$ cat config.mk
export PLATFORM = sky130hd
export DESIGN_NAME = sha4pc_final
export DESIGN_NICKNAME = d
export VERILOG_FILES = /design/src/rtl/sha256_four_byte_preimage_check_assert.svh /design/src/rtl/sha4pc_pkg.sv /design/src/rtl/sha4pc_final.sv
export SDC_FILE = /design/constraint.sdc
export NUM_CORES = 1
export LEC_CHECK = 0
export BUFFER_PORTS_ARGS = -buffer_cell sky130_fd_sc_hd__buf_2
export CAP_MARGIN = 0
export CELL_PAD_IN_SITES_DETAIL_PLACEMENT = 1
export CELL_PAD_IN_SITES_GLOBAL_PLACEMENT = 1
export CORE_AREA = 3 3 520 522
export DETAILED_ROUTE_END_ITERATION = 7
export DIE_AREA = 0 0 523 525
export GPL_ROUTABILITY_DRIVEN = 0
export PLACE_DENSITY = 0.39
export SYNTH_ARGS = -nofsm -noshare
export SYNTH_HDL_FRONTEND = slang
export SYNTH_SLANG_ARGS = --single-unit
$ cat constraint.sdc
create_clock -name aclk -period 5.8 [get_ports aclk]
set_clock_uncertainty 0.15 [all_clocks]
set_input_delay 0.29 -clock aclk [delete_from_list [all_inputs] [get_ports aclk]]
set_output_delay 0.29 -clock aclk [all_outputs]
set_load 0.02 [all_outputs]
$ cat src/rtl/sha256_four_byte_preimage_check_assert.svh
// assertion macros for the sha-256 four-byte preimage check
// used by the rtl files that carry concurrent checks, needs a clock named aclk
`ifndef SHA256_FOUR_BYTE_PREIMAGE_CHECK_ASSERT_SVH
`define SHA256_FOUR_BYTE_PREIMAGE_CHECK_ASSERT_SVH

// checked on rising aclk, switched off while aresetn is low
`define SHA4PC_ASSERT(label, prop, msg) \
    label: assert property (@(posedge aclk) disable iff (!aresetn) (prop)) else $error(msg);

// checked on rising aclk at every edge, reset included
`define SHA4PC_ASSERT_ALWAYS(label, prop, msg) \
    label: assert property (@(posedge aclk) (prop)) else $error(msg);

`endif

$ cat src/rtl/sha4pc_pkg.sv
// shared types, constants and functions of the sha-256 four-byte preimage check
// no dependencies
`default_nettype none

package sha4pc_pkg;

    localparam int WORD_W   = 32;
    localparam int ROUNDS   = 64;
    localparam int ADDR_W   = 5;
    localparam int DATA_W   = 64;
    localparam int NUM_REGS = 4;

    typedef logic [WORD_W-1:0] word_t;

    typedef enum logic [1:0] {
        REG_TARGET_0_1 = 2'd0,
        REG_TARGET_2_3 = 2'd1,
        REG_TARGET_4_5 = 2'd2,
        REG_TARGET_6_7 = 2'd3
    } reg_idx_t;

    typedef struct packed {
        word_t        cand;
        word_t [7:0]  st;
        word_t [15:0] win;
    } stage_t;

    localparam word_t PAD_WORD = 32'h8000_0000;
    localparam word_t LEN_WORD = 32'd32;

    localparam word_t [0:7] START_HASH = {
        32'h6a09e667, 32'hbb67ae85, 32'h3c6ef372, 32'ha54ff53a,
        32'h510e527f, 32'h9b05688c, 32'h1f83d9ab, 32'h5be0cd19
    };

    localparam word_t [0:63] ROUND_K = {
        32'h428a2f98, 32'h71374491, 32'hb5c0fbcf, 32'he9b5dba5,
        32'h3956c25b, 32'h59f111f1, 32'h923f82a4, 32'hab1c5ed5,
        32'hd807aa98, 32'h12835b01, 32'h243185be, 32'h550c7dc3,
        32'h72be5d74, 32'h80deb1fe, 32'h9bdc06a7, 32'hc19bf174,
        32'he49b69c1, 32'hefbe4786, 32'h0fc19dc6, 32'h240ca1cc,
        32'h2de92c6f, 32'h4a7484aa, 32'h5cb0a9dc, 32'h76f988da,
        32'h983e5152, 32'ha831c66d, 32'hb00327c8, 32'hbf597fc7,
        32'hc6e00bf3, 32'hd5a79147, 32'h06ca6351, 32'h14292967,
        32'h27b70a85, 32'h2e1b2138, 32'h4d2c6dfc, 32'h53380d13,
        32'h650a7354, 32'h766a0abb, 32'h81c2c92e, 32'h92722c85,
        32'ha2bfe8a1, 32'ha81a664b, 32'hc24b8b70, 32'hc76c51a3,
        32'hd192e819, 32'hd6990624, 32'hf40e3585, 32'h106aa070,
        32'h19a4c116, 32'h1e376c08, 32'h2748774c, 32'h34b0bcb5,
        32'h391c0cb3, 32'h4ed8aa4a, 32'h5b9cca4f, 32'h682e6ff3,
        32'h748f82ee, 32'h78a5636f, 32'h84c87814, 32'h8cc70208,
        32'h90befffa, 32'ha4506ceb, 32'hbef9a3f7, 32'hc67178f2
    };

    function automatic word_t big_sigma0(input word_t x);
        return {x[1:0], x[31:2]} ^ {x[12:0], x[31:13]} ^ {x[21:0], x[31:22]};
    endfunction

    function automatic word_t big_sigma1(input word_t x);
        return {x[5:0], x[31:6]} ^ {x[10:0], x[31:11]} ^ {x[24:0], x[31:25]};
    endfunction

    function automatic word_t small_sigma0(input word_t x);
        return {x[6:0], x[31:7]} ^ {x[17:0], x[31:18]} ^ {3'b000, x[31:3]};
    endfunction

    function automatic word_t small_sigma1(input word_t x);
        return {x[16:0], x[31:17]} ^ {x[18:0], x[31:19]} ^ {10'd0, x[31:10]};
    endfunction

    // padded single block and initial hash for one candidate
    function automatic stage_t init_stage(input word_t cand);
        stage_t s;
        s.cand = cand;
        for (int j = 0; j < 8; j++) begin
            s.st[j] = START_HASH[j];
        end
        for (int j = 0; j < 16; j++) begin
            s.win[j] = '0;
        end
        s.win[0]  = cand;
        s.win[1]  = PAD_WORD;
        s.win[15] = LEN_WORD;
        return s;
    endfunction

endpackage

`default_nettype wire

$ cat src/rtl/sha4pc_final.sv
// final hash addition, target compare and result register
// depends on sha4pc_pkg
`default_nettype none

module sha4pc_final (
    input  wire logic                    aclk,
    input  wire logic                    aresetn,
    input  wire logic                    en,
    input  wire logic                    valid_i,
    input  wire sha4pc_pkg::stage_t      stage_i,
    input  wire sha4pc_pkg::word_t [7:0] target_i,
    output logic                         valid_o,
    output logic                         matched_o,
    output sha4pc_pkg::word_t            cand_o,
    output sha4pc_pkg::word_t [7:0]      digest_o
);

    logic                    valid_reg;
    logic                    matched_reg;
    logic                    matched_next;
    sha4pc_pkg::word_t       cand_reg;
    sha4pc_pkg::word_t [7:0] digest_reg;
    sha4pc_pkg::word_t [7:0] digest_next;

    always_comb begin
        for (int j = 0; j < 8; j++) begin
            digest_next[j] = stage_i.st[j] + sha4pc_pkg::START_HASH[j];
        end
        matched_next = (digest_next == target_i);
    end

    always_ff @(posedge aclk) begin
        if (!aresetn) begin
            valid_reg <= 1'b0;
        end else if (en) begin
            valid_reg <= valid_i;
        end
    end

    always_ff @(posedge aclk) begin
        if (en) begin
            matched_reg <= matched_next;
            cand_reg    <= stage_i.cand;
            digest_reg  <= digest_next;
        end
    end

    assign valid_o   = valid_reg;
    assign matched_o = matched_reg;
    assign cand_o    = cand_reg;
    assign digest_o  = digest_reg;

endmodule

`default_nettype wire

* Word-level counts from Yosys, hierarchy flattened
Cells that the tools add are included.
** Storage, ports and cells
- Register bits :: 290
- Bits of input ports :: 1060
** Operators by class
- Add/subtract/negate cells :: 8
- Equal/unequal tests :: 1
** Operators with widths (number)
- == test 256 bit :: 1
- adder 32 x 31 -> 32 bit (second input constant) :: 3
- adder 32 bit (second input constant) :: 3
- adder 32 x 29 -> 32 bit (second input constant) :: 1
- adder 32 x 30 -> 32 bit (second input constant) :: 1

* Depth between registers and ports, before layout
Gate-level depths: netlist of the first run.
- Word-level depth :: 2
- Mapped depth :: 13
- Depth with buffers taken out :: 12

* Least setup slack after synthesis of the first run
No wires, ideal clock.
- Kind :: input -> register
- From :: in stage_i[736] (netlist name)
- To :: reg matched_reg, in the netlist matched_o, data pin
- Stages :: 11
- Slack :: 1989 ps
- Required time :: 5480 ps
- Arrival time :: 3492 ps
- Cells stage by stage :: ha_1 a211o_1 a21oi_4 o21ai_2 nand3_1 xnor2_4 or4_1 or4_1 or4_1 or4_1 nor4_2
** On the way
- Cells in the longest elaborated chain, start to end :: 2
** RTL lines
- start, declared :: line sha4pc_final.sv:10 : input wire sha4pc_pkg::stage_t stage_i,
- adder 32 x 31 -> 32 bit :: line sha4pc_final.sv:27 : digest_next[j] = stage_i.st[j] + sha4pc_pkg::START_HASH[j];
- == test 256 bit :: line sha4pc_final.sv:29 : matched_next = (digest_next == target_i);
- named net matched_next :: line sha4pc_final.sv:20 : logic matched_next;
- end signal, assigned :: line sha4pc_final.sv:42 : matched_reg <= matched_next;
- end, declared :: line sha4pc_final.sv:19 : logic matched_reg;
The timed path passes the listed nets, and every way through them passes these cells.
A chain may end at the register's enable or synchronous reset.

* Worst setup path after layout of the first run
- From :: in stage_i[577] (netlist name)
- To :: reg matched_reg, in the netlist matched_o, data pin
** On the way
- Cells in the longest elaborated chain, start to end :: 2
** RTL lines (line)
- adder 32 x 30 -> 32 bit :: sha4pc_final.sv:27
- == test 256 bit :: sha4pc_final.sv:29
- named net matched_next :: sha4pc_final.sv:20
The timed path passes the listed nets, and every way through them passes these cells.

==> flow_metrics.env, run 1 <==
export IMPL_p_switching_mw=3.35
export IMPL_chipHeight_um=525
export IMPL_cts_tree="built"
export IMPL_rows=189
export IMPL_grt_met1_usage_pct=21.5
export IMPL_die_area_um2=275000
export IMPL_post_synth_top_count_cell="sky130_fd_sc_hd__edfxtp_1"
export IMPL_netlist_area_um2=21200
export IMPL_synth_nets=3186
export IMPL_grt_pass1_vias=24600
export IMPL_fin_nets=4468
export IMPL_wirelength_mm=233
export IMPL_netlist_top_cell_by_area="sky130_fd_sc_hd__edfxtp_1"
export IMPL_dpl_worst_slack_ns=0.777
export IMPL_holdCritStartpoint="stage_i[615]"
export IMPL_htreeDepth=2
export IMPL_drt_initial_drc_count=1433
export IMPL_place_area_um2=30800
export IMPL_synth_seq_area_share_pct=41.0
export IMPL_final_instance_count_excl_fill=7049
export IMPL_swShare_pct=38.5
export IMPL_synth_edff_count=289
export IMPL_hold_path_class="input port to flop"
export IMPL_vdd_ir_drop_max_mv=0.223
export IMPL_worstPathBufferInverterCount=3
export IMPL_detailed_router_iteration_count_before_antenna_repair=5
export IMPL_critPathMaxFanout=8
export IMPL_required_ns=6.19
export IMPL_ys_warnings_count=0
export IMPL_grt_pass1_wl_mm=286
export IMPL_power_sequential_fraction_pct=30.2
export IMPL_placeableCoreArea_um2=266000
export IMPL_hold_violations=0
export IMPL_worstSetupStartpoint="stage_i[577]"
export IMPL_boundaryPins=1350
export IMPL_synth_cells_most_frequent="sky130_fd_sc_hd__edfxtp_1 (289), sky130_fd_sc_hd__xnor2_1 (253), sky130_fd_sc_hd__xor2_1 (162)"
export IMPL_postLayoutSetupSlackWorst_ns=0.303
export IMPL_grt_busiest_layer="met2"
export IMPL_final_area_um2=35800
export IMPL_syn_instance_count=2118
export IMPL_least_margin_pin_slew_ns=1.32
export IMPL_final_period_minus_worst_setup_slack_ns=5.50
export IMPL_tritoncts_num_sinks=290
export IMPL_grt_antenna_before_repair=268
export IMPL_power_combinational_fraction_pct=33.4
export IMPL_cts_buffers=50
export IMPL_postSynthRegisterBits=290
export IMPL_maxClockFrequency_mhz=182
export IMPL_place_hpwl_mm=210
export IMPL_clk_insertion_delay_late_ns=0.66
export IMPL_slowest_stage="sky130_fd_sc_hd__dlygate4sd3_1"
export IMPL_areaGrowthSynthToFinish_pct=68.9
export IMPL_setup_reg_to_reg_worst_slack_ns=4.51
export IMPL_timing_critical_path_from_type="input port"
export IMPL_end_kind="flop"
export IMPL_crit_path_frequent_cell="sky130_fd_sc_hd__or4_1"
export IMPL_placement_io_buffers=837
export IMPL_cap_violations=0
export IMPL_synthDominantCellAreaShare_pct=40.9
export IMPL_routed_via_density=3.44
export IMPL_final_core_utilization_pct=13.5
export IMPL_p_int_mw=5.35
export IMPL_timing_slew_headroom_pct=11.7
export IMPL_synth_async_sr_flop_share_pct=0
export IMPL_dominantRegCellSynth="sky130_fd_sc_hd__edfxtp_1"
export IMPL_detailed_route_drc_error_count=0
export IMPL_whs_ns=0.101
export IMPL_cts_root_buffer_cell="sky130_fd_sc_hd__clkbuf_16"
export IMPL_yosys_cell_types_count=102
export IMPL_route_detailed_wl_per_inst_um=33.0
export IMPL_run_status="complete, no violations"
export IMPL_globalRouteTotalUtil_pct=16.3
export IMPL_worst_endpoint_arrival_ns=5.88
export IMPL_floorplan_initialDensity_pct=7.99
export IMPL_dp_cells=6564
export IMPL_clk_path_buf_depth=3
export IMPL_grtUsageMet2_pct=24.6
export IMPL_synth_top_cells_by_area="sky130_fd_sc_hd__edfxtp_1 (41%), sky130_fd_sc_hd__xnor2_1 (10%), sky130_fd_sc_hd__xor2_1 (6.7%)"
export IMPL_drive_gt1_share_pct=33.1
export IMPL_crit_reg2reg_launch="valid_o"
export IMPL_grt_overflow=0
export IMPL_synthesized_area_per_cell_um2=10.0
export IMPL_report_final_setup_viol=0
export IMPL_layout_worst_path_cycle_share_pct=94.8
export IMPL_cp_slowest_stage_delay_ns=0.65
export IMPL_power_share_clock_pct=36.4
export IMPL_maxSlewViolCount=0
export IMPL_critical_path_top_delay_family="simple AND/OR/NAND/NOR gates"
export IMPL_crit_path_cell_chain="dlygate4sd3_1 > buf_2 > ha_1 > a211oi_1 > a21oi_2 > or4_1 > xnor2_1 > nand4_1 > or4_1 > or4_1 > nor4_1 > nand4_1 > nor4_2 > dlygate4sd3_1"
export IMPL_met3_usage_pct=5.96
export IMPL_worst_setup_path_type="input port to flop"
export IMPL_remaining_antenna_violation_count=0
export IMPL_power_leakage_nw=13.4
export IMPL_die_width_um=523
export IMPL_power_density_nw_per_um2=243
export IMPL_cts_clk_slew_worst_paths_ns=0.05
export IMPL_grt_start_max_net_pins=99
export IMPL_detailroute_via_count=24200
export IMPL_rsz_0062_raised_after_global_routing="false"
-- cell usage in the layout, fill, tap and decap left out, types with 22 or more instances in the layout --
cell and n:
sky130_fd_sc_hd__o211ai_1 25, sky130_fd_sc_hd__xnor2_1 252, sky130_fd_sc_hd__nand2b_1 31, sky130_fd_sc_hd__clkbuf_16 50, sky130_fd_sc_hd__or3_1 22, sky130_fd_sc_hd__o22ai_1 22
sky130_fd_sc_hd__nand4_1 49, sky130_fd_sc_hd__buf_4 168, sky130_fd_sc_hd__nor2b_1 22, sky130_fd_sc_hd__inv_1 79, sky130_fd_sc_hd__nand3_1 55, sky130_fd_sc_hd__nor4_1 38
sky130_fd_sc_hd__dlygate4sd3_1 317, sky130_fd_sc_hd__edfxtp_1 289, sky130_fd_sc_hd__or4_1 24, sky130_fd_sc_hd__a31oi_1 25, sky130_fd_sc_hd__nor2_1 127, sky130_fd_sc_hd__diode_2 79
sky130_fd_sc_hd__a21oi_1 88, sky130_fd_sc_hd__xor2_1 160, sky130_fd_sc_hd__nand2_1 136, sky130_fd_sc_hd__o21ai_0 79, sky130_fd_sc_hd__buf_2 836, sky130_fd_sc_hd__nor3_1 50
sky130_fd_sc_hd__o2111ai_1 23
-- per-stage QoR --
step / total power [mW] / TNS [ns]
6_report: 8.70 / 0
5_1_grt: 9.10 / 0
3_5_place_dp: 5.41 / 0
4_1_cts: 8.96 / 0
2_1_floorplan: 3.70 / 0
3_3_place_gp: 5.41 / -0.163
-- kinds of logic (layout without fill, tap and decap cells) --
logic type      after synthesis  in the layout  share of synthesized area (%)
xor+xnor                    441            441                           20.0
simple gates                697            697                           18.1
mux                          12             12                          0.584
other cells                   0             79                              0
compound gates              496            496                           16.5
flops                       290            290                           41.0
fa+ha+maj                     8              8                          0.472
buf+inv                     174           1493                           3.34
-- power by group through the flow --
stage / Combinational, mW / Sequential [mW] / Clock, mW
after global routing: 3.09 / 2.65 / 3.36
final: 2.91 / 2.63 / 3.16
after floorplan: 0.760 / 2.94 / 0
after CTS: 2.99 / 2.63 / 3.34
after detailed placement: 2.74 / 2.67 / 0
after global placement: 2.74 / 2.67 / 0
-- worst register-to-register path: stages, from the launching register on --
cell and delay, ns:
sky130_fd_sc_hd__dfxtp_1 0.31, sky130_fd_sc_hd__mux2i_1 0.12, sky130_fd_sc_hd__nor2b_1 0.06, sky130_fd_sc_hd__dlygate4sd3_1 0.54
-- flip-flops by register name, summed over array words and instances, names as in the netlist --
signal / cells
valid_o: 1
cand_o: 32
digest_o: 256
matched_o: 1
-- timing repair --
| item | 4_1_cts | 5_1_grt |
|---|---|---|
| resized for setup | 0 | 0 |
| buffers inserted | 0 | 0 |
| hold endpoints to repair | 312 | 0 |
| hold buffers | 317 | 0 |
-- cell type report --
class / instances / area [µm²]
inverter: 79 / 297
timing repair buffer: 1325 / 8690
clock buffer: 60 / 1300
clock inverter: 29 / 337
antenna: 79 / 198
fill: 31300 / 230000
multi-input combinational: 1654 / 11900
tap: 3533 / 4420
sequential: 290 / 8700
-- worst paths after layout --
| check | end | depth (start not counted) |
|---|---|---|
| max | matched_o | 14 |
| max reg2reg | valid_o | 3 |
| min reg2reg | valid_o | 3 |
| min | digest_o[103] | 4 |
-- layer usage --
layer | part of all wire (%) | vias up
met2 | 42 | 1191
met1 | 44 | 11800
li1 | - | 10700
met4 | 3.4 | 152
met3 | 9.7 | 397
met5 | 0.41 | -
Power figures use the tool's default switching activity.
==> run 2: changes to the inputs <==
--- a/config.mk
+++ b/config.mk
@@ -5,15 +5,16 @@
 export SDC_FILE = /design/constraint.sdc
 export NUM_CORES = 1
 export LEC_CHECK = 0
+export ABC_AREA = 1
 export BUFFER_PORTS_ARGS = -buffer_cell sky130_fd_sc_hd__buf_2
 export CAP_MARGIN = 0
 export CELL_PAD_IN_SITES_DETAIL_PLACEMENT = 1
 export CELL_PAD_IN_SITES_GLOBAL_PLACEMENT = 1
-export CORE_AREA = 3 3 520 522
+export CORE_AREA = 3 3 529 531
 export DETAILED_ROUTE_END_ITERATION = 7
-export DIE_AREA = 0 0 523 525
+export DIE_AREA = 0 0 532 534
 export GPL_ROUTABILITY_DRIVEN = 0
-export PLACE_DENSITY = 0.39
+export PLACE_DENSITY = 0.41
 export SYNTH_ARGS = -nofsm -noshare
 export SYNTH_HDL_FRONTEND = slang
 export SYNTH_SLANG_ARGS = --single-unit
==> run 2 against run 1 <==
Effect of this change: the run now ends with hold timing left; power rose by 0.63%; routed wire length fell by 5.1%; sequential power barely moved; critical path type unchanged; critical endpoint unchanged; largest cell class unchanged.
==> flow_metrics.env, run 2 <==
export IMPL_met3_usage_pct=4.96
export IMPL_yosys_cell_types_count=46
export IMPL_postSynthRegisterBits=290
export IMPL_rsz_0062_raised_after_global_routing="false"
export IMPL_synthesized_area_per_cell_um2=6.45
export IMPL_postLayoutSetupSlackWorst_ns=1.70
export IMPL_htreeDepth=2
export IMPL_critPathMaxFanout=4
export IMPL_synth_async_sr_flop_share_pct=0
export IMPL_layout_commonest_cell="sky130_fd_sc_hd__nand2_1"
export IMPL_timing_critical_path_from_type="input port"
export IMPL_end_kind="flop"
export IMPL_worstRegToRegCells=3
export IMPL_crit_reg2reg_launch="valid_o"
export IMPL_netlist_top_cell_by_area="sky130_fd_sc_hd__edfxtp_1"
export IMPL_boundaryPins=1350
export IMPL_setup_reg_to_reg_worst_slack_ns=4.44
export IMPL_globalRouteTotalUtil_pct=15.1
export IMPL_hold_path_class="input port to flop"
export IMPL_power_density_nw_per_um2=225
export IMPL_cts_tree="built"
export IMPL_route_detailed_wl_per_inst_um=24.9
export IMPL_fin_nets=6116
export IMPL_synth_edff_count=289
export IMPL_vdd_ir_drop_max_mv=0.194
export IMPL_wirelength_mm=221
export IMPL_worst_endpoint_arrival_ns=4.40
export IMPL_clk_path_buf_depth=3
export IMPL_tritoncts_num_sinks=290
export IMPL_detailroute_via_count=30500
export IMPL_synth_nets=4900
export IMPL_routed_via_density=3.44
export IMPL_cts_root_buffer_cell="sky130_fd_sc_hd__clkbuf_16"
export IMPL_detailed_router_iteration_count_before_antenna_repair=5
export IMPL_grt_overflow=0
export IMPL_grt_antenna_before_repair=219
export IMPL_cts_clk_slew_worst_paths_ns=0.07
export IMPL_rows=193
export IMPL_failed_checks="hold timing"
export IMPL_place_area_um2=33600
export IMPL_largest_reg_flops=256
export IMPL_netlist_area_um2=24700
export IMPL_floorplan_initialDensity_pct=8.95
export IMPL_postCtsSetupRepairBufs=0
export IMPL_grtUsageMet2_pct=24.5
export IMPL_grt_pass1_wl_mm=287
export IMPL_finalSetupTns_ns=0
export IMPL_chipHeight_um=534
export IMPL_dp_cells=8375
export IMPL_worst_setup_path_type="input port to flop"
export IMPL_grt_busiest_layer="met2"
export IMPL_place_hpwl_mm=199
export IMPL_synthesized_area_fraction_occupied_by_adder_cells_pct=0.405
export IMPL_synth_simple_area_share_pct=46.7
export IMPL_dpl_worst_slack_ns=1.35
export IMPL_required_ns=6.10
export IMPL_power_leakage_nw=18.4
export IMPL_hold_violations=1
export IMPL_grt_pass1_vias=31700
export IMPL_grt_start_max_net_pins=83
export IMPL_drive_gt1_share_pct=22.7
export IMPL_ctsResizeCount=0
export IMPL_placeableCoreArea_um2=276000
export IMPL_timing_slew_headroom_pct=20.1
export IMPL_detailed_route_drc_error_count=0
export IMPL_drt_initial_drc_count=1271
export IMPL_ys_warnings_count=0
export IMPL_die_width_um=532
export IMPL_syn_instance_count=3832
export IMPL_synth_top_cells_by_area="sky130_fd_sc_hd__edfxtp_1 (35%), sky130_fd_sc_hd__nand2_1 (22%), sky130_fd_sc_hd__nand3_1 (9.9%)"
export IMPL_cap_violations=0
export IMPL_placement_io_buffers=837
export IMPL_final_core_utilization_pct=14.1
export IMPL_final_period_minus_worst_setup_slack_ns=4.10
export IMPL_dominantRegCellSynth="sky130_fd_sc_hd__edfxtp_1"
export IMPL_whs_ns=-0.00143
export IMPL_synthDominantCellAreaShare_pct=35.1
export IMPL_timing_rr_end="valid_o"
export IMPL_synth_seq_area_share_pct=35.2
export IMPL_synth_compound_gate_area_share_pct=3.66
export IMPL_layout_worst_path_cycle_share_pct=70.7
export IMPL_share_of_synthesized_area_spent_on_multiplexers_pct=0
export IMPL_run_status="finished, violations left"
export IMPL_holdCritStartpoint="stage_i[582]"
export IMPL_hold_path_endpoint="digest_o[70]"
export IMPL_maxSlewViolCount=0
export IMPL_cts_hold_buffers=324
export IMPL_combinational_family_with_the_most_area_after_synthesis="simple AND/OR/NAND/NOR gates"
export IMPL_die_area_um2=284000
export IMPL_clk_insertion_delay_late_ns=0.70
export IMPL_num_fill_cells=33800
export IMPL_areaGrowthSynthToFinish_pct=57.1
export IMPL_synth_cells_most_frequent="sky130_fd_sc_hd__nand2_1 (1429), sky130_fd_sc_hd__inv_1 (575), sky130_fd_sc_hd__nand3_1 (490)"
export IMPL_hold_crit_depth=3
export IMPL_post_synth_top_count_cell="sky130_fd_sc_hd__nand2_1"
export IMPL_maxClockFrequency_mhz=244
export IMPL_remaining_antenna_violation_count=0
export IMPL_least_margin_pin_slew_ns=1.19
export IMPL_report_final_setup_viol=0
export IMPL_grt_met1_usage_pct=19.0
export IMPL_final_area_um2=38800
export IMPL_mostFrequentLayoutCells="sky130_fd_sc_hd__nand2_1 (1429), sky130_fd_sc_hd__buf_2 (836), sky130_fd_sc_hd__inv_1 (575)"
export IMPL_final_instance_count_excl_fill=8867
export IMPL_cts_buffers=52
export IMPL_synthXorXnorAreaFrac_pct=4.22
run 2: cell types whose count changed after synthesis, moves of 54 or more:
cell                       before   now
sky130_fd_sc_hd__nand3_1       55   490
sky130_fd_sc_hd__nand2_1      136  1429
sky130_fd_sc_hd__xnor2_1      253    21
sky130_fd_sc_hd__nor2_1       127   416
sky130_fd_sc_hd__xor2_1       162    48
sky130_fd_sc_hd__inv_1         79   575
sky130_fd_sc_hd__inv_2          0    54
sky130_fd_sc_hd__nand2_2        1    64
sky130_fd_sc_hd__clkbuf_1      77     0
run 2: worst max-delay path by stage:
| stage | startpoint | to | depth (start not counted) | slack, ns |
|---|---|---|---|---|
| after floorplan | stage_i[512] | matched_o | 19 | 3.62 |
| after global placement | stage_i[544] | matched_o | 15 | 1.35 |
| after detailed placement | stage_i[512] | matched_o | 17 | 1.35 |
| after CTS | stage_i[544] | matched_o | 16 | 1.63 |
| after global routing | stage_i[544] | matched_o | 16 | 1.36 |
| final | stage_i[640] | matched_o | 17 | 1.70 |
run 2: per-layer routing:
layer	vias up	routed length, µm	part of all wire (%)
met5	-	673	0.30
met4	102	7240	3.3
met3	361	18000	8.1
met2	1119	98100	44
met1	14200	96900	44
li1	14700	-	-
run 2: cells by family (layout without fill, tap and decap cells):
group | after synthesis | after routing
AND/OR/NAND/NOR | 2645 | 2645
buffers and inverters | 641 | 1900
flip-flops | 290 | 290
AO/OA/AOI/OAI | 159 | 159
XOR/XNOR | 89 | 89
adder cells (fa/ha/maj) | 8 | 8
other | 0 | 71
run 2: area by class of cell:
cell class                 count  area (µm²)  share of cell area [%]
antenna                       71         178                   0.458
clock buffer                  61        1360                    3.49
clock inverter                36         453                    1.17
inverter                     634        2390                    6.15
multi-input combinational   2901       13600                    35.0
sequential                   290        8700                    22.4
tap                         3705        4640                    11.9
timing repair buffer        1169        7530                    19.4
run 2: critical path: stages:
cell and delay [ns]:
sky130_fd_sc_hd__dlygate4sd3_1 0.52, sky130_fd_sc_hd__buf_2 0.30, sky130_fd_sc_hd__inv_1 0.16, sky130_fd_sc_hd__nand2_1 0.38
sky130_fd_sc_hd__nor2_1 0.13, sky130_fd_sc_hd__inv_1 0.24, sky130_fd_sc_hd__nand2_1 0.11, sky130_fd_sc_hd__nand2_1 0.16
sky130_fd_sc_hd__nand2_1 0.09, sky130_fd_sc_hd__nand2_1 0.13, sky130_fd_sc_hd__nand2_1 0.09, sky130_fd_sc_hd__nand2_1 0.09
sky130_fd_sc_hd__xor2_1 0.68, sky130_fd_sc_hd__xor2_1 0.64, sky130_fd_sc_hd__nor2_1 0.16, sky130_fd_sc_hd__nand4_1 0.14
sky130_fd_sc_hd__nor2_1 0.05
run 2: metrics by stage:
step / total power [mW] / hold WS [ns]
5_1_grt: 9.27 / 0.0341
3_5_place_dp: 5.14 / 0.319
2_1_floorplan: 3.70 / 0.233
6_report: 8.75 / -0.00143
4_1_cts: 9.08 / 0.00236
3_3_place_gp: 5.13 / 0.317
run 2: power breakdown:
group	switching (mW)	internal, mW	total, mW	leakage, nW
registers	0.0645	2.54	2.61	2.83
clock network	1.43	2.11	3.53	0.876
logic	1.83	0.779	2.61	14.7
total	3.32	5.43	8.75	18.4
==> run 3: changes to the inputs <==
--- a/config.mk
+++ b/config.mk
@@ -10,11 +10,11 @@
 export CAP_MARGIN = 0
 export CELL_PAD_IN_SITES_DETAIL_PLACEMENT = 1
 export CELL_PAD_IN_SITES_GLOBAL_PLACEMENT = 1
-export CORE_AREA = 3 3 529 531
+export CORE_AREA = 3 3 520 522
 export DETAILED_ROUTE_END_ITERATION = 7
-export DIE_AREA = 0 0 532 534
+export DIE_AREA = 0 0 523 525
 export GPL_ROUTABILITY_DRIVEN = 0
-export PLACE_DENSITY = 0.41
+export PLACE_DENSITY = 0.43
 export SYNTH_ARGS = -nofsm -noshare
 export SYNTH_HDL_FRONTEND = slang
 export SYNTH_SLANG_ARGS = --single-unit
==> constraint.sdc (replaced) <==
create_clock -name aclk -period 3.4 [get_ports aclk]
set_clock_uncertainty 0.15 [all_clocks]
set_input_delay 0.17 -clock aclk [delete_from_list [all_inputs] [get_ports aclk]]
set_output_delay 0.17 -clock aclk [all_outputs]
set_load 0.02 [all_outputs]
==> run 3 against run 2 <==
Effect of this change: the flow now finishes without violations; non-clock buffer count up 366; sequential power is 71% higher; hold slack gained 0.064 ns; critical path depth rose by 1; largest cell class unchanged; highest routed layer unchanged.
==> flow_metrics.env, run 3 (synthesis results as in run 2) <==
export IMPL_drive_gt1_share_pct=27.0
export IMPL_layout_worst_path_cycle_share_pct=93.7
export IMPL_detailroute_via_count=31900
export IMPL_worstRegToRegCells=3
export IMPL_worst_setup_path_type="input port to flop"
export IMPL_timing_rr_end="valid_o"
export IMPL_hold_violations=0
export IMPL_least_margin_pin_slew_ns=0.775
export IMPL_finalSetupTns_ns=0
export IMPL_dpl_worst_slack_ns=-0.696
export IMPL_chipHeight_um=525
export IMPL_route_detailed_wl_per_inst_um=24.6
export IMPL_clk_insertion_delay_late_ns=0.67
export IMPL_placement_io_buffers=837
export IMPL_boundaryPins=1350
export IMPL_crit_reg2reg_launch="valid_o"
export IMPL_grt_pass1_wl_mm=289
export IMPL_postLayoutSetupSlackWorst_ns=0.214
export IMPL_maxClockFrequency_mhz=314
export IMPL_final_area_um2=42300
export IMPL_floorplan_initialDensity_pct=9.31
export IMPL_place_hpwl_mm=200
export IMPL_dp_cells=8470
export IMPL_end_kind="flop"
export IMPL_htreeDepth=2
export IMPL_routed_via_density=3.53
export IMPL_mostFrequentLayoutCells="sky130_fd_sc_hd__nand2_1 (1412), sky130_fd_sc_hd__buf_2 (833), sky130_fd_sc_hd__inv_1 (575)"
export IMPL_drt_initial_drc_count=1601
export IMPL_worstSetupStartpoint="stage_i[753]"
export IMPL_cts_root_buffer_cell="sky130_fd_sc_hd__clkbuf_16"
export IMPL_grt_start_max_net_pins=50
export IMPL_power_density_nw_per_um2=361
export IMPL_die_area_um2=275000
export IMPL_detailed_router_iteration_count_before_antenna_repair=7
export IMPL_layout_commonest_cell="sky130_fd_sc_hd__nand2_1"
export IMPL_final_core_utilization_pct=15.9
export IMPL_clk_path_buf_depth=3
export IMPL_required_ns=3.69
export IMPL_tritoncts_num_sinks=290
export IMPL_cap_violations=0
export IMPL_timing_critical_path_from_type="input port"
export IMPL_wirelength_mm=223
export IMPL_run_status="complete, no violations"
export IMPL_maxSlewViolCount=0
export IMPL_vdd_ir_drop_max_mv=0.345
export IMPL_fin_nets=6479
export IMPL_final_period_minus_worst_setup_slack_ns=3.19
export IMPL_place_area_um2=36000
export IMPL_power_leakage_nw=20.3
export IMPL_hold_path_class="input port to flop"
export IMPL_largest_reg_flops=256
export IMPL_grt_pass1_vias=33100
export IMPL_cts_clk_slew_worst_paths_ns=0.07
export IMPL_report_final_setup_viol=0
export IMPL_areaGrowthSynthToFinish_pct=71.0
export IMPL_rows=189
export IMPL_critPathMaxFanout=5
export IMPL_detailed_route_drc_error_count=0
export IMPL_cts_buffers=49
export IMPL_cp_endpoint="matched_o"
export IMPL_worst_endpoint_arrival_ns=3.48
export IMPL_final_instance_count_excl_fill=9049
export IMPL_die_width_um=523
export IMPL_cts_tree="built"
export IMPL_grt_antenna_before_repair=211
export IMPL_placeableCoreArea_um2=266000
export IMPL_timing_slew_headroom_pct=48.3
export IMPL_setup_reg_to_reg_worst_slack_ns=2.05
export IMPL_remaining_antenna_violation_count=0
export IMPL_grt_overflow=0
export IMPL_globalRouteTotalUtil_pct=15.6
==> run 3: layer usage <==
layer  GRT usage [%]  share of wire (%)  routed length (µm)
met1            19.8                 44               98200
met2            25.6                 45              100000
met3            5.07                7.9               17600
met4            3.57                2.8                6210
met5               0               0.30                 669
==> run 3: stage by stage <==
stage	total power [mW]	hold slack (ns)
2_1_floorplan	6.32	0.113
3_3_place_gp	9.19	0.198
3_5_place_dp	9.21	0.198
4_1_cts	15.7	0.00217
5_1_grt	16.2	0.0267
6_report	15.3	0.0627
==> run 3: where the power goes <==
group	switching, mW	internal (mW)	leakage, nW
clock	2.34	3.43	0.830
sequential	0.117	4.34	2.83
combinational	3.24	1.80	16.6
==> run 3: worst max-delay path: stages <==
cell and delay, ns:
sky130_fd_sc_hd__dlygate4sd3_1 0.66, sky130_fd_sc_hd__buf_2 0.23, sky130_fd_sc_hd__nand2_1 0.17, sky130_fd_sc_hd__inv_1 0.12, sky130_fd_sc_hd__nand3_1 0.13, sky130_fd_sc_hd__o21ai_0 0.36, sky130_fd_sc_hd__a21oi_1 0.15, sky130_fd_sc_hd__nand3_1 0.08
sky130_fd_sc_hd__dlygate4sd3_1 0.55, sky130_fd_sc_hd__nand2_1 0.08, sky130_fd_sc_hd__nor2_1 0.12, sky130_fd_sc_hd__buf_4 0.19, sky130_fd_sc_hd__a21oi_1 0.06, sky130_fd_sc_hd__nand2_1 0.06, sky130_fd_sc_hd__nor2_1 0.04, sky130_fd_sc_hd__buf_4 0.17
sky130_fd_sc_hd__nand4_1 0.08, sky130_fd_sc_hd__nor2_1 0.05
==> run 3: timing repair <==
| item | 4_1_cts | 5_1_grt |
|---|---|---|
| endpoints found under the hold margin | 317 | 0 |
| hold buffers | 416 | 0 |
| setup endpoints to repair | 0 | 1 |
| gates resized for setup | 0 | 61 |
| setup buffers | 0 | 8 |
==> run 3: cell type report <==
class | instances | area, µm²
multi-input combinational | 2901 | 13800
inverter | 634 | 2390
tap | 3533 | 4420
fill | 32500 | 223000
timing repair buffer | 1535 | 11100
antenna | 69 | 173
sequential | 290 | 8700
clock buffer | 55 | 1300
clock inverter | 32 | 418
==> run 3: how the worst min path moves through the flow <==
stage | end | slack (ns) | cells after the start | from
2_1_floorplan | valid_o | 0.11 | 1 | en
3_3_place_gp | cand_o[15] | 0.20 | 1 | stage_i[783]
3_5_place_dp | cand_o[22] | 0.20 | 1 | stage_i[790]
4_1_cts | digest_o[78] | 0.002 | 4 | stage_i[590]
5_1_grt | cand_o[27] | 0.03 | 2 | stage_i[795]
6_report | digest_o[20] | 0.06 | 4 | stage_i[532]
